File: config.mk
export PLATFORM = sky130hd
export DESIGN_NAME = complementary_tilt_filter
export DESIGN_NICKNAME = d
export VERILOG_FILES = /design/src/rtl/ctf_pkg.sv /design/src/rtl/ctf_front.sv /design/src/rtl/ctf_queue.sv /design/src/rtl/ctf_back.sv /design/src/rtl/complementary_tilt_filter.sv
export VERILOG_INCLUDE_DIRS = /design/src /design/src/rtl
export SDC_FILE = /design/constraint.sdc
export NUM_CORES = 2
export LEC_CHECK = 0
export BUFFER_PORTS_ARGS = -buffer_cell sky130_fd_sc_hd__buf_4
export CORE_UTILIZATION = 66
export DETAILED_ROUTE_END_ITERATION = 16
export GPL_TIMING_DRIVEN = 0
export MAX_ROUTING_LAYER = met4
export PLACE_DENSITY = 0.84
export SLEW_MARGIN = 20
export SYNTH_ARGS = -nofsm -noshare
export SYNTH_HDL_FRONTEND = slang
export SYNTH_HIERARCHICAL = 1
export SYNTH_SLANG_ARGS = --single-unit
export TNS_END_PERCENT = 50
File: constraint.sdc
create_clock -name clk -period 12.29 [get_ports clk]
set_input_delay 0.6145 -clock clk [delete_from_list [all_inputs] [get_ports clk]]
set_output_delay 0.6145 -clock clk [all_outputs]
set_load 0.01 [all_outputs]
File: src/rtl/complementary_tilt_filter_macros.svh
// assertion helpers for the tilt filter, clocked on clk, quiet in reset
`ifndef COMPLEMENTARY_TILT_FILTER_MACROS_SVH
`define COMPLEMENTARY_TILT_FILTER_MACROS_SVH

// property must hold at every edge outside reset
`define CTF_CHECK(lbl, prop, msg) \
	lbl: assert property (@(posedge clk) disable iff (!arst_n) (prop)) else $error(msg);

// condition must never be seen outside reset
`define CTF_NEVER(lbl, cond, msg) \
	lbl: assert property (@(posedge clk) disable iff (!arst_n) !(cond)) else $error(msg);

`endif

File: src/rtl/ctf_pkg.sv
package ctf_pkg;

	localparam int STATE_WIDTH_DEF = 24;
	localparam int CORDIC_ITER_DEF = 16;
	localparam int ANG_FRAC = 21;
	localparam int ATAN_LEN = 24;
	localparam int CFG_IDX_W = 8;

	localparam logic [CFG_IDX_W-1:0] CFG_GYRO_GAIN = 8'd0;
	localparam logic [CFG_IDX_W-1:0] CFG_ACCEL_WEIGHT = 8'd1;
	localparam logic [15:0] GAIN_RST = 16'd1311;
	localparam logic [15:0] WEIGHT_RST = 16'd655;

	typedef struct packed {
		logic signed [15:0] gyro_rate_x;
		logic signed [15:0] gyro_rate_y;
		logic signed [15:0] accel_x;
		logic signed [15:0] accel_y;
		logic signed [15:0] accel_z;
	} in_item_t;

	typedef struct packed {
		logic signed [15:0] angle_x;
		logic signed [15:0] angle_y;
	} out_item_t;

	// classified sample as queued for the back end
	typedef struct packed {
		logic signed [15:0] rate_x;
		logic signed [15:0] rate_y;
		logic [15:0] mag_x;
		logic [15:0] mag_y;
		logic [15:0] mag_z;
		logic pos_x;
		logic pos_y;
	} work_item_t;

	typedef struct packed {
		logic full;
		logic empty;
	} q_status_t;

	// atan(2^-i) in q.21
	function automatic logic signed [24:0] atan_lut(input logic [4:0] i);
		logic signed [24:0] v;
		case (i)
			5'd0: v = 25'sd1647099;
			5'd1: v = 25'sd972340;
			5'd2: v = 25'sd513757;
			5'd3: v = 25'sd260791;
			5'd4: v = 25'sd130902;
			5'd5: v = 25'sd65515;
			5'd6: v = 25'sd32765;
			5'd7: v = 25'sd16384;
			5'd8: v = 25'sd8192;
			5'd9: v = 25'sd4096;
			5'd10: v = 25'sd2048;
			5'd11: v = 25'sd1024;
			5'd12: v = 25'sd512;
			5'd13: v = 25'sd256;
			5'd14: v = 25'sd128;
			5'd15: v = 25'sd64;
			5'd16: v = 25'sd32;
			5'd17: v = 25'sd16;
			5'd18: v = 25'sd8;
			5'd19: v = 25'sd4;
			5'd20: v = 25'sd2;
			5'd21: v = 25'sd1;
			default: v = 25'sd0;
		endcase
		return v;
	endfunction

endpackage

File: src/rtl/ctf_front.sv
module ctf_front (
	input  logic               in_valid,
	output logic               in_ready,
	input  ctf_pkg::in_item_t  in_data,
	input  ctf_pkg::q_status_t q_status,
	output logic               q_push,
	output ctf_pkg::work_item_t q_item
);

	function automatic logic [15:0] mag16(input logic signed [15:0] a);
		return a[15] ? 16'(-a) : 16'(a);
	endfunction

	assign in_ready = !q_status.full;
	assign q_push = in_valid && in_ready;

	always_comb begin
		q_item.rate_x = in_data.gyro_rate_x;
		q_item.rate_y = in_data.gyro_rate_y;
		q_item.mag_x = mag16(in_data.accel_x);
		q_item.mag_y = mag16(in_data.accel_y);
		q_item.mag_z = mag16(in_data.accel_z);
		// root keeps its sign only for a strictly positive axis
		q_item.pos_x = !in_data.accel_x[15] && (in_data.accel_x != 16'sd0);
		q_item.pos_y = !in_data.accel_y[15] && (in_data.accel_y != 16'sd0);
	end

endmodule

File: src/rtl/ctf_queue.sv
`include "complementary_tilt_filter_macros.svh"

module ctf_queue (
	input  logic                clk,
	input  logic                arst_n,
	input  logic                push,
	input  ctf_pkg::work_item_t push_item,
	input  logic                pop,
	output ctf_pkg::work_item_t pop_item,
	output ctf_pkg::q_status_t  status
);

	ctf_pkg::work_item_t mem_q [2];
	logic wr_ptr_q;
	logic rd_ptr_q;
	logic [1:0] count_q;

	assign status.full = (count_q == 2'd2);
	assign status.empty = (count_q == 2'd0);
	assign pop_item = mem_q[rd_ptr_q];

	always_ff @(posedge clk) begin
		if (push) begin
			mem_q[wr_ptr_q] <= push_item;
		end
	end

	always_ff @(posedge clk or negedge arst_n) begin
		if (!arst_n) begin
			wr_ptr_q <= 1'b0;
			rd_ptr_q <= 1'b0;
			count_q <= 2'd0;
		end else begin
			if (push) begin
				wr_ptr_q <= !wr_ptr_q;
			end
			if (pop) begin
				rd_ptr_q <= !rd_ptr_q;
			end
			if (push && !pop) begin
				count_q <= count_q + 2'd1;
			end else if (pop && !push) begin
				count_q <= count_q - 2'd1;
			end
		end
	end

	`CTF_NEVER(a_q_overflow, push && status.full, "queue written while full")
	`CTF_NEVER(a_q_underflow, pop && status.empty, "queue read while empty")
	`CTF_CHECK(a_q_count, count_q != 2'd3, "queue count out of range")

endmodule

File: src/rtl/ctf_back.sv
`include "complementary_tilt_filter_macros.svh"

module ctf_back #(
	parameter int STATE_WIDTH = ctf_pkg::STATE_WIDTH_DEF,
	parameter int CORDIC_ITERATIONS = ctf_pkg::CORDIC_ITER_DEF
) (
	input  logic                          clk,
	input  logic                          arst_n,
	input  logic                          cfg_we,
	input  logic [ctf_pkg::CFG_IDX_W-1:0] cfg_index,
	input  logic [15:0]                   cfg_data,
	input  logic                          q_valid,
	input  ctf_pkg::work_item_t           q_item,
	output logic                          q_pop,
	output logic                          out_valid,
	input  logic                          out_ready,
	output ctf_pkg::out_item_t            out_data
);

	localparam int SW = STATE_WIDTH;
	localparam int FRAC = SW - 3;
	localparam int CW = 28;
	localparam int MW = SW + 19;
	localparam int NI = (CORDIC_ITERATIONS < ctf_pkg::ATAN_LEN) ?
		CORDIC_ITERATIONS : ctf_pkg::ATAN_LEN;
	localparam logic [4:0] IT_LAST = 5'(NI - 1);

	// angle q.21 to state format
	localparam int A_UP = (FRAC >= ctf_pkg::ANG_FRAC) ? FRAC - ctf_pkg::ANG_FRAC : 0;
	localparam int A_DN = (FRAC < ctf_pkg::ANG_FRAC) ? ctf_pkg::ANG_FRAC - FRAC : 0;
	localparam logic signed [63:0] A_RND = (A_DN > 0) ? (64'sd1 <<< (A_DN - 1)) : 64'sd0;
	// gyro step q6.28 to state format
	localparam int G_UP = (FRAC >= 28) ? FRAC - 28 : 0;
	localparam int G_DN = (FRAC < 28) ? 28 - FRAC : 0;
	localparam logic signed [63:0] G_RND = (G_DN > 0) ? (64'sd1 <<< (G_DN - 1)) : 64'sd0;
	// state to q3.13 output
	localparam int O_DN = FRAC - 13;
	localparam logic signed [63:0] O_RND = (O_DN > 0) ? (64'sd1 <<< (O_DN - 1)) : 64'sd0;

	localparam logic signed [63:0] SMAX = (64'sd1 <<< (SW - 1)) - 64'sd1;
	localparam logic signed [63:0] SMIN = -SMAX - 64'sd1;
	localparam logic signed [63:0] OMAX = 64'sd32767;
	localparam logic signed [63:0] OMIN = -64'sd32768;

	localparam logic [3:0] S_IDLE = 4'd0;
	localparam logic [3:0] S_SQRT = 4'd1;
	localparam logic [3:0] S_CORDIC = 4'd2;
	localparam logic [3:0] S_GYRO = 4'd3;
	localparam logic [3:0] S_STEP = 4'd4;
	localparam logic [3:0] S_MIX1 = 4'd5;
	localparam logic [3:0] S_MIX2 = 4'd6;
	localparam logic [3:0] S_FIN = 4'd7;
	localparam logic [3:0] S_OUT = 4'd8;

	logic [3:0] state_q;
	logic axis_q;
	ctf_pkg::work_item_t item_q;
	logic [15:0] gain_q;
	logic [15:0] weight_q;
	logic signed [SW-1:0] tilt_x_q;
	logic signed [SW-1:0] tilt_y_q;
	logic [23:0] n_q;
	logic [23:0] r_q;
	logic [23:0] bit_q;
	logic signed [CW-1:0] cx_q;
	logic signed [CW-1:0] cy_q;
	logic signed [24:0] cz_q;
	logic [4:0] it_q;
	logic signed [33:0] prod_q;
	logic signed [SW-1:0] ang_q;
	logic signed [SW-1:0] sum_q;
	logic signed [MW-1:0] mix_q;
	logic out_valid_q;
	ctf_pkg::out_item_t out_q;

	logic [23:0] r_plus;
	logic sq_take;
	logic [23:0] n_next;
	logic [23:0] r_next;
	logic signed [CW-1:0] xs;
	logic signed [CW-1:0] ys;
	logic signed [CW-1:0] root_sh;
	logic root_pos;
	logic signed [15:0] rate_sel;
	logic signed [SW-1:0] tilt_sel;
	logic signed [63:0] ang_w;
	logic signed [63:0] step_w;
	logic signed [63:0] sum_w;
	logic signed [63:0] fin_w;
	logic signed [SW-1:0] fin_sat;
	logic signed [63:0] ox_w;
	logic signed [63:0] oy_w;
	logic out_free;
	logic out_load;

	function automatic logic signed [63:0] sat_to(input logic signed [63:0] v,
		input logic signed [63:0] hi, input logic signed [63:0] lo);
		return (v > hi) ? hi : ((v < lo) ? lo : v);
	endfunction

	always_comb begin
		r_plus = r_q + bit_q;
		sq_take = (n_q >= r_plus);
		n_next = sq_take ? (n_q - r_plus) : n_q;
		r_next = sq_take ? ((r_q >> 1) + bit_q) : (r_q >> 1);
		root_pos = axis_q ? item_q.pos_x : item_q.pos_y;
		root_sh = CW'({r_next, 8'h00});
		xs = cx_q >>> it_q;
		ys = cy_q >>> it_q;
		rate_sel = axis_q ? item_q.rate_y : item_q.rate_x;
		tilt_sel = axis_q ? tilt_y_q : tilt_x_q;
		ang_w = ((64'(cz_q) + A_RND) >>> A_DN) <<< A_UP;
		step_w = ((64'(prod_q) + G_RND) >>> G_DN) <<< G_UP;
		sum_w = sat_to(64'(tilt_sel) + step_w, SMAX, SMIN);
		fin_w = sat_to(64'((mix_q + MW'(32768)) >>> 16), SMAX, SMIN);
		fin_sat = fin_w[SW-1:0];
		ox_w = sat_to((64'(tilt_x_q) + O_RND) >>> O_DN, OMAX, OMIN);
		oy_w = sat_to((64'(tilt_y_q) + O_RND) >>> O_DN, OMAX, OMIN);
		out_free = !out_valid_q || out_ready;
		out_load = (state_q == S_OUT) && out_free;
	end

	assign q_pop = (state_q == S_IDLE) && q_valid;
	assign out_valid = out_valid_q;
	assign out_data = out_q;

	always_ff @(posedge clk) begin
		case (state_q)
			S_IDLE: begin
				item_q <= q_item;
				n_q <= {q_item.mag_y, 8'h00};
				r_q <= 24'd0;
				bit_q <= 24'h400000;
			end
			S_SQRT: begin
				n_q <= n_next;
				r_q <= r_next;
				bit_q <= bit_q >> 2;
				cx_q <= CW'({item_q.mag_z, 8'h00});
				cy_q <= root_pos ? root_sh : -root_sh;
				cz_q <= 25'sd0;
				it_q <= 5'd0;
			end
			S_CORDIC: begin
				it_q <= it_q + 5'd1;
				if (!cy_q[CW-1] && (cy_q != '0)) begin
					cx_q <= cx_q + ys;
					cy_q <= cy_q - xs;
					cz_q <= cz_q + ctf_pkg::atan_lut(it_q);
				end else if (cy_q[CW-1]) begin
					cx_q <= cx_q - ys;
					cy_q <= cy_q + xs;
					cz_q <= cz_q - ctf_pkg::atan_lut(it_q);
				end
			end
			S_GYRO: begin
				prod_q <= 34'(rate_sel * $signed({1'b0, gain_q}));
				ang_q <= ang_w[SW-1:0];
			end
			S_STEP: begin
				sum_q <= sum_w[SW-1:0];
			end
			S_MIX1: begin
				mix_q <= MW'(sum_q * $signed({1'b0, 17'h10000 - {1'b0, weight_q}}));
			end
			S_MIX2: begin
				mix_q <= mix_q + MW'(ang_q * $signed({1'b0, weight_q}));
			end
			S_FIN: begin
				n_q <= {item_q.mag_x, 8'h00};
				r_q <= 24'd0;
				bit_q <= 24'h400000;
			end
			S_OUT: begin
				if (out_free) begin
					out_q.angle_x <= ox_w[15:0];
					out_q.angle_y <= oy_w[15:0];
				end
			end
			default: begin
			end
		endcase
	end

	always_ff @(posedge clk or negedge arst_n) begin
		if (!arst_n) begin
			state_q <= S_IDLE;
			axis_q <= 1'b0;
			gain_q <= ctf_pkg::GAIN_RST;
			weight_q <= ctf_pkg::WEIGHT_RST;
			tilt_x_q <= '0;
			tilt_y_q <= '0;
			out_valid_q <= 1'b0;
		end else begin
			if (cfg_we && (cfg_index == ctf_pkg::CFG_GYRO_GAIN)) begin
				gain_q <= cfg_data;
			end
			if (cfg_we && (cfg_index == ctf_pkg::CFG_ACCEL_WEIGHT)) begin
				weight_q <= cfg_data;
			end
			if (out_load) begin
				out_valid_q <= 1'b1;
			end else if (out_ready) begin
				out_valid_q <= 1'b0;
			end
			case (state_q)
				S_IDLE: begin
					axis_q <= 1'b0;
					if (q_valid) begin
						state_q <= S_SQRT;
					end
				end
				S_SQRT: begin
					if (bit_q[0]) begin
						state_q <= S_CORDIC;
					end
				end
				S_CORDIC: begin
					if (it_q == IT_LAST) begin
						state_q <= S_GYRO;
					end
				end
				S_GYRO: state_q <= S_STEP;
				S_STEP: state_q <= S_MIX1;
				S_MIX1: state_q <= S_MIX2;
				S_MIX2: state_q <= S_FIN;
				S_FIN: begin
					if (axis_q) begin
						tilt_y_q <= fin_sat;
						state_q <= S_OUT;
					end else begin
						tilt_x_q <= fin_sat;
						axis_q <= 1'b1;
						state_q <= S_SQRT;
					end
				end
				S_OUT: begin
					if (out_free) begin
						state_q <= S_IDLE;
					end
				end
				default: state_q <= S_IDLE;
			endcase
		end
	end

	`CTF_CHECK(a_out_no_clobber, out_valid_q && !out_ready && state_q == S_OUT |=> $stable(out_q),
		"pending result overwritten")
	`CTF_CHECK(a_pop_only_idle, q_pop |=> state_q == S_SQRT && !axis_q,
		"item taken outside idle")

endmodule

File: src/rtl/complementary_tilt_filter.sv
// one result per sample; each item runs through the shared sequencer: 12 square-root steps,
// the cordic steps and 5 multiply/blend steps per axis, plus pop and output load
// a two-entry queue takes up to two further samples while one is being worked on
// async active-low reset clears both tilt angles, the queue and the output valid flag, and
// loads the default gyro gain and blend weight
module complementary_tilt_filter #(
	parameter int STATE_WIDTH = ctf_pkg::STATE_WIDTH_DEF,
	parameter int CORDIC_ITERATIONS = ctf_pkg::CORDIC_ITER_DEF
) (
	input  logic                          clk,
	input  logic                          arst_n,
	input  logic                          cfg_we,
	input  logic [ctf_pkg::CFG_IDX_W-1:0] cfg_index,
	input  logic [15:0]                   cfg_data,
	input  logic                          in_valid,
	output logic                          in_ready,
	input  ctf_pkg::in_item_t             in_data,
	output logic                          out_valid,
	input  logic                          out_ready,
	output ctf_pkg::out_item_t            out_data
);

	ctf_pkg::q_status_t q_status;
	ctf_pkg::work_item_t push_item;
	ctf_pkg::work_item_t pop_item;
	logic push;
	logic pop;

	ctf_front u_front (
		.in_valid (in_valid),
		.in_ready (in_ready),
		.in_data  (in_data),
		.q_status (q_status),
		.q_push   (push),
		.q_item   (push_item)
	);

	ctf_queue u_queue (
		.clk       (clk),
		.arst_n    (arst_n),
		.push      (push),
		.push_item (push_item),
		.pop       (pop),
		.pop_item  (pop_item),
		.status    (q_status)
	);

	ctf_back #(
		.STATE_WIDTH       (STATE_WIDTH),
		.CORDIC_ITERATIONS (CORDIC_ITERATIONS)
	) u_back (
		.clk       (clk),
		.arst_n    (arst_n),
		.cfg_we    (cfg_we),
		.cfg_index (cfg_index),
		.cfg_data  (cfg_data),
		.q_valid   (!q_status.empty),
		.q_item    (pop_item),
		.q_pop     (pop),
		.out_valid (out_valid),
		.out_ready (out_ready),
		.out_data  (out_data)
	);

endmodule

## Yosys cells after proc, flatten, opt, wreduce, memory -nomap -nowiden

Memory sizes are Yosys's and may differ from the RTL's. A register that Yosys moved wholly into a read port is not among the register bits.
Index checks and enable logic that the tools add are counted.

| storage, ports and cells | value |
|---|---|
| flip-flop bits (word level) | 470 |
| memory bits (writable) | 164 |
| ROM bits | 1344 |
| output and inout port bits | 34 |
| word-level logic and storage cells | 177 |
| memories | 3 |

| operators by class | value |
|---|---|
| $add $sub $neg | 23 |
| $mul | 3 |
| order comparisons | 9 |
| equal/unequal tests | 17 |
| shifts and indexed selects | 2 |
| muxes and demuxes | 48 |
| bitwise operators | 1 |
| reductions and logical operators | 41 |

Memory list:

| name | depth | width | rd ports | clocked after Yosys merged registers in | write ports | line | source |
|---|---|---|---|---|---|---|---|
| (name not given) | 32 | 21 | 1 | 1 | 0 | ctf_pkg.sv:46 | `case (i)` |
| (name not given) | 32 | 21 | 1 | 1 | 0 | ctf_pkg.sv:46 |  |
| u_queue.mem_q | 2 | 82 | 1 | 0 | 1 | ctf_queue.sv:13 | `ctf_pkg::work_item_t mem_q [2];` |

Operator list:

| operator | count |
|---|---|
| 2-to-1 mux 25 bit | 7 |
| 2-to-1 mux 24 bit | 6 |
| 2-to-1 mux 28 bit | 5 |
| one-hot mux 28 bit (2 select lines) | 2 |
| 2-to-1 mux 16 bit | 6 |
| one-hot mux 24 bit (2 select lines) | 2 |
| one-hot mux 43 bit (2 select lines) | 1 |
| one-hot mux 24 bit (3 select lines) | 1 |
| adder 28 bit | 2 |
| greater-than comparator 28 x 24 -> 1 bit (second input constant) | 2 |
| < comparator 28 x 24 -> 1 bit (second input constant) | 2 |
| >>> shifter 28 x 5 -> 28 bit | 2 |
| subtractor 28 bit | 2 |
| adder 24 x 9 -> 25 bit (second input constant) | 2 |
| one-hot mux 25 bit (2 select lines) | 1 |
| negation 16 bit | 3 |
| adder 43 x 17 -> 44 bit (second input constant) | 1 |
| adder 43 x 41 -> 43 bit | 1 |
| multiplier 24 x 18 -> 42 bit | 1 |
| multiplier 24 x 17 -> 41 bit | 1 |
| one-hot mux 4 bit (9 select lines) | 1 |
| adder 33 x 8 -> 34 bit (second input constant) | 1 |
| greater-than comparator 17 x 16 -> 1 bit (second input constant) | 2 |
| < comparator 17 x 16 -> 1 bit (second input constant) | 2 |
| 43 further kinds | 88 |

## Longest topological paths before layout

| depth | value |
|---|---|
| depth in word-level cells | 8 |
| mapped depth | 34 |

## By module

Netlist, hierarchy kept.

By module, submodules not included:

| module | instances | cells an instance | area an instance (um^2) | sequential area each (um^2) |
|---|---|---|---|---|
| ctf_back | 1 | 7699 | 71315.9 | 13429.1 |
| ctf_queue | 1 | 271 | 6453.7 | 5024.8 |
| ctf_front | 1 | 180 | 1327.5 | 0.0 |
| complementary_tilt_filter | 1 | 1 | 3.8 | 0.0 |

## Worst setup path before layout

OpenSTA, ideal clock, no wires.

| timing path | value |
|---|---|
| path type | register to register |
| from | register u_back.state_q[2] |
| to | register u_back.r_q[19], data pin |
| library setup time | 0.266 ns |
| data arrival time | 8.552 ns |
| data required time | 12.024 ns |
| path slack | 3.472 ns |
| stages on the path, launching flop included | 7 |
| buffers on the path | 2 |
| period minus slack after synthesis | 8.818 ns |
| cell sequence | dfrtp_1 > buf_1 > nor4_1 > nor2_1 > inv_1 > clkbuf_1 > nor2_1 |

| on the way | value |
|---|---|
| cells in the longest elaborated chain, start to end | 3 |
| elaborated cells between the ends (all ways) | 5 |

RTL lines:

| item | line | source |
|---|---|---|
| start: declaration | ctf_back.sv:55 | `logic [3:0] state_q;` |
| start signal: assignment | ctf_back.sv:187 | `state_q <= S_IDLE;` |
| start signal: assignment | ctf_back.sv:210 | `state_q <= S_SQRT;` |
| start signal: assignment | ctf_back.sv:215 | `state_q <= S_CORDIC;` |
| equality test 4 x 3 -> 1 bit or logical NOT 4 bit (tied branches) | ctf_back.sv:128 | `case (state_q)` |
| OR reduction 2 bit (no line) | -- |  |
| one-hot mux 24 bit (2 select lines) (*) | ctf_back.sv:128 |  |
| end signal: assignment | ctf_back.sv:137 | `r_q <= r_next;` |
| end: declaration | ctf_back.sv:63 | `logic [23:0] r_q;` |

Every way passes the cells marked *; elsewhere a longest branch is shown, timed or not.
A chain may end at the register's enable or synchronous reset.

## Worst setup path after layout

| timing path | value |
|---|---|
| from | register u_back.weight_q[1] |
| to | register u_back.mix_q[42], data pin |

| on the way | value |
|---|---|
| cells in the longest elaborated chain, start to end | 3 |
| elaborated cells between the ends (all ways) | 5 |

RTL lines:

| item | line | source |
|---|---|---|
| start: declaration | ctf_back.sv:59 | `logic [15:0] weight_q;` |
| start signal: assignment | ctf_back.sv:190 | `weight_q <= ctf_pkg::WEIGHT_RST;` |
| start signal: assignment | ctf_back.sv:199 | `weight_q <= cfg_data;` |
| multiplier 24 x 17 -> 41 bit or subtractor 17 x 16 -> 17 bit (tied branches) | ctf_back.sv:167, ctf_back.sv:164 |  |
| adder 43 x 41 -> 43 bit or multiplier 24 x 18 -> 42 bit (tied branches) | ctf_back.sv:167, ctf_back.sv:164 |  |
| one-hot mux 43 bit (2 select lines) (*) | ctf_back.sv:128 |  |
| end signal: assignment | ctf_back.sv:164 | `mix_q <= MW'(sum_q * $signed({1'b0, 17'h10000 - {1'b0, weight_q}}));` |
| end signal: assignment | ctf_back.sv:167 | `mix_q <= mix_q + MW'(ang_q * $signed({1'b0, weight_q}));` |
| end: declaration | ctf_back.sv:72 | `logic signed [MW-1:0] mix_q;` |

Marked as above.

==> summary.txt <==
outcome -> finished, final reports clean
Req. time, crit path -> 12.71 ns
CTS tree -> yes
area fraction of the dominant cell type after synthesis -> 0.263
share of post-route cells with drive strength above 1 -> 0.0750
largest net degree at the start of global routing -> 59
Setup-failing EPs final -> 0
flops & latches, synth -> 636
max incr delay on CP -> 0.95 ns
core area -> 118,000 um^2
CP top delay family -> adder cells
final WL -> 231 mm
Buf+Inv Stages, Crit Path -> 8
reg-to-reg slack, setup -> 0.56 ns
# port buffers -> 109
area grow syn2layout -> 7.67%
CTS Buffer Depth -> 3
DRC -> 0
Critical Path Most Common Cell -> fa_1
Slowest-stage cell, CP -> a2111oi_0
hold_ws -> 0.103 ns
Die Span X -> 348 um
type of origin of the critical path -> register
Worst Setup End Kind -> register
Vias -> 61,700
reg2reg path depth -> 30
area leader, netlist -> fa_1
Final Critical Period -> 11.73 ns
initial DRC count -> 6,244
DIE AREA -> 121,000 um^2
Post-synth EDFFs -> 525
DP Wirelength -> 184 mm
Cells after Synth -> 8,151
commonest non-fill, non-tap cells in the layout -> 1,366 x inv_1, 1,040 x fa_1, 953 x nand2_1
Fmax achieved -> 85.2 MHz
H-tree levels -> 3
top cells by area, synth -> fa_1 26%, edfxtp_1 20%, ha_1 8.4%, inv_1 6.5%, nand2_1 4.5%
row count -> 126
RSZ-0062 raised after global routing -> false
Crit Path Category -> register to register
Hold EP -> u_queue/mem_q[1][73]$_DFFE_PP_
period utilization -> 0.955
Final nets -> 10,100
global placement routability congestion -> 1.03
Clock Skew -> 0.0375 ns
Worst R2R End -> u_back/mix_q[42]$_DFFE_PP_
max-slew violations -> 0
top_reg_cell synth -> edfxtp_1
chip height -> 348 um
pre-CTS setup slack -> 0.864 ns
Unique masters post-synth -> 104
vias in the first global route -> 63,600
initial antenna violation count -> 6
starting density of the core -> 0.668
Reg2Reg Launch Point -> u_back/weight_q[1]$_DFFE_PN1P_
Worst Hold Path Cells -> 1
# IOs -> 143
Hold Path Class -> input pin to register
Synth Net Count -> 9,829
final hold viol count -> 0
critical path data arrival time -> 12.16 ns
Clock Latency Late Sink -> 0.69 ns
clock buffer count from CTS -> 74
commonest non-fill, non-tap cell in the layout -> inv_1
Critical path origin -> u_back/weight_q[1]$_DFFE_PN1P_
setup ws final -> 0.557 ns
Max Cap Viol -> 0
YS warnings -> 6
actual slew at the worst max-slew pin -> 1.26 ns
asr flop ratio synth -> 0.142
synthesized area -> 79,100 um^2
postcts setup bufs -> 0
WL/cell -> 23.0 um
GR Util All Layers -> 0.399
Vias per Instance -> 6.15
Slew headroom -> 0.157
sequential share of the synthesized area -> 0.233
worst hold start -> in_data[71]
CP Max Fanout -> 10
CTS clk-pin slew, worst paths -> 0.06 ns
final core occ -> 0.719
Syn Area/Cell -> 9.70 um^2
GRT overflow -> 0
First-pass DRT Iterations -> 8
antenna viol nets, final -> 0
cell at the root of the clock tree -> clkbuf_16
first-pass GRT wire length -> 358 mm
# clock sinks -> 636
## worst max-delay path by stage
| stage | to | slack (ns) | cells after the start |
|---|---|---|---|
| after floorplan | u_back/r_q[19]$_SDFFCE_PP0P_ | 3.47 | 6 |
| after CTS | u_back/mix_q[42]$_DFFE_PP_ | 0.81 | 30 |
| after global routing | u_back/mix_q[41]$_DFFE_PP_ | 0.30 | 30 |
| after global placement | u_back/r_q[0]$_SDFFCE_PP0P_ | -1.94 | 6 |
| after detailed placement | u_back/mix_q[42]$_DFFE_PP_ | 0.86 | 30 |
| final | u_back/mix_q[42]$_DFFE_PP_ | 0.56 | 30 |
## Yosys cell counts, types with 16 or more instances
library cell,n
o21bai_1,38
nor4_1,30
mux2_2,121
xor2_1,165
or3_1,34
a21oi_1,333
o22ai_1,16
xnor2_1,254
a211oi_1,40
nand2_1,954
edfxtp_1,525
inv_1,1366
nor3_1,79
nand4_1,26
and2_1,424
clkbuf_1,278
nand3_1,96
nand2b_1,60
nor2_1,359
o211ai_1,26
mux4_2,26
dfrtp_1,77
buf_4,39
o21a_1,32
mux2i_1,88
o21ai_0,313
and3_1,45
nor2b_1,90
a22oi_1,20
o41ai_1,19
ha_1,529
a21o_1,91
mux2_4,70
or2_2,29
o31ai_1,47
fa_1,1040
dfxtp_1,21
a31oi_1,53
buf_1,33
## stage by stage
stage                     area (um^2)  instances  TNS [ns]
final                           85200      10000         0
after global routing            85200      10000         0
after CTS                       85100      10000         0
after detailed placement        82500       9895         0
after global placement          81900       9860    -64.85
after floorplan                 79100       8151         0
## worst register-to-register path, delay by kind of cell, from the launching register on
kind                       cells  cell delay [ns]
xor gates and xnor gates       2             1.14
and+or+nand+nor                5             0.70
AOI/OAI and AO/OA              7             2.96
adders and majority gates      8             3.98
buffers and inverters          8             2.17
DFF                            1             0.52
## layer usage
| metal | up-vias | wire length (um) | GRT usage | part of all wire |
|---|---|---|---|---|
| li1 | 27000 | - | - | - |
| met1 | 30700 | 88400 | 0.505 | 0.38 |
| met2 | 3315 | 106000 | 0.614 | 0.46 |
| met3 | 742 | 22000 | 0.0726 | 0.095 |
| met4 | 0 | 14200 | 0.214 | 0.061 |
| met5 | - | 0 | - | 0 |
## cell type report
class | count | area [um^2]
multi-input cells | 5775 | 53900
fillers | 8579 | 33200
flip-flops and latches | 636 | 18500
inverters | 1370 | 5140
clock buffers | 99 | 2130
well taps | 1600 | 2000
plain buffers | 370 | 1720
repair buffers | 145 | 1340
clock inverters | 36 | 470
diodes | 7 | 17.5
## flip-flops by register name, summed over array words and instances (netlist names), 2 cells and up, named ones only
| register | cells |
|---|---|
| u_back/state_q | 4 |
| u_back/cy_q | 28 |
| u_back/r_q | 24 |
| u_back/it_q | 5 |
| u_back/ang_q | 24 |
| u_back/n_q | 24 |
| u_back/mix_q | 43 |
| u_back/gain_q | 16 |
| u_back/prod_q | 27 |
| u_back/tilt_x_q | 24 |
| u_back/item_q | 66 |
| u_back/weight_q | 16 |
| u_queue/count_q | 2 |
| u_queue/mem_q | 164 |
| u_back/bit_q | 12 |
| u_back/sum_q | 24 |
| u_back/tilt_y_q | 24 |
| u_back/cx_q | 28 |
| u_back/cz_q | 24 |
| u_back/out_data | 32 |
## cells by family after synthesis
| kind of cell | share of synthesized area |
|---|---|
| AND/OR/NAND/NOR | 0.138 |
| buffers and inverters | 0.0867 |
| adder cells (fa/ha/maj) | 0.347 |
| AO/OA/AOI/OAI | 0.0943 |
| flip-flops | 0.233 |
| XOR/XNOR | 0.0464 |
| multiplexers | 0.0540 |
## repair_timing
action                                 CTS  global route
hold buffers                             1             0
endpoints found under the hold margin   19             0
gates resized for setup                  0             0
Power is left out: the tool's default activity adds up to more than one toggle a clock period on the data nets, which glitch-free logic cannot reach.
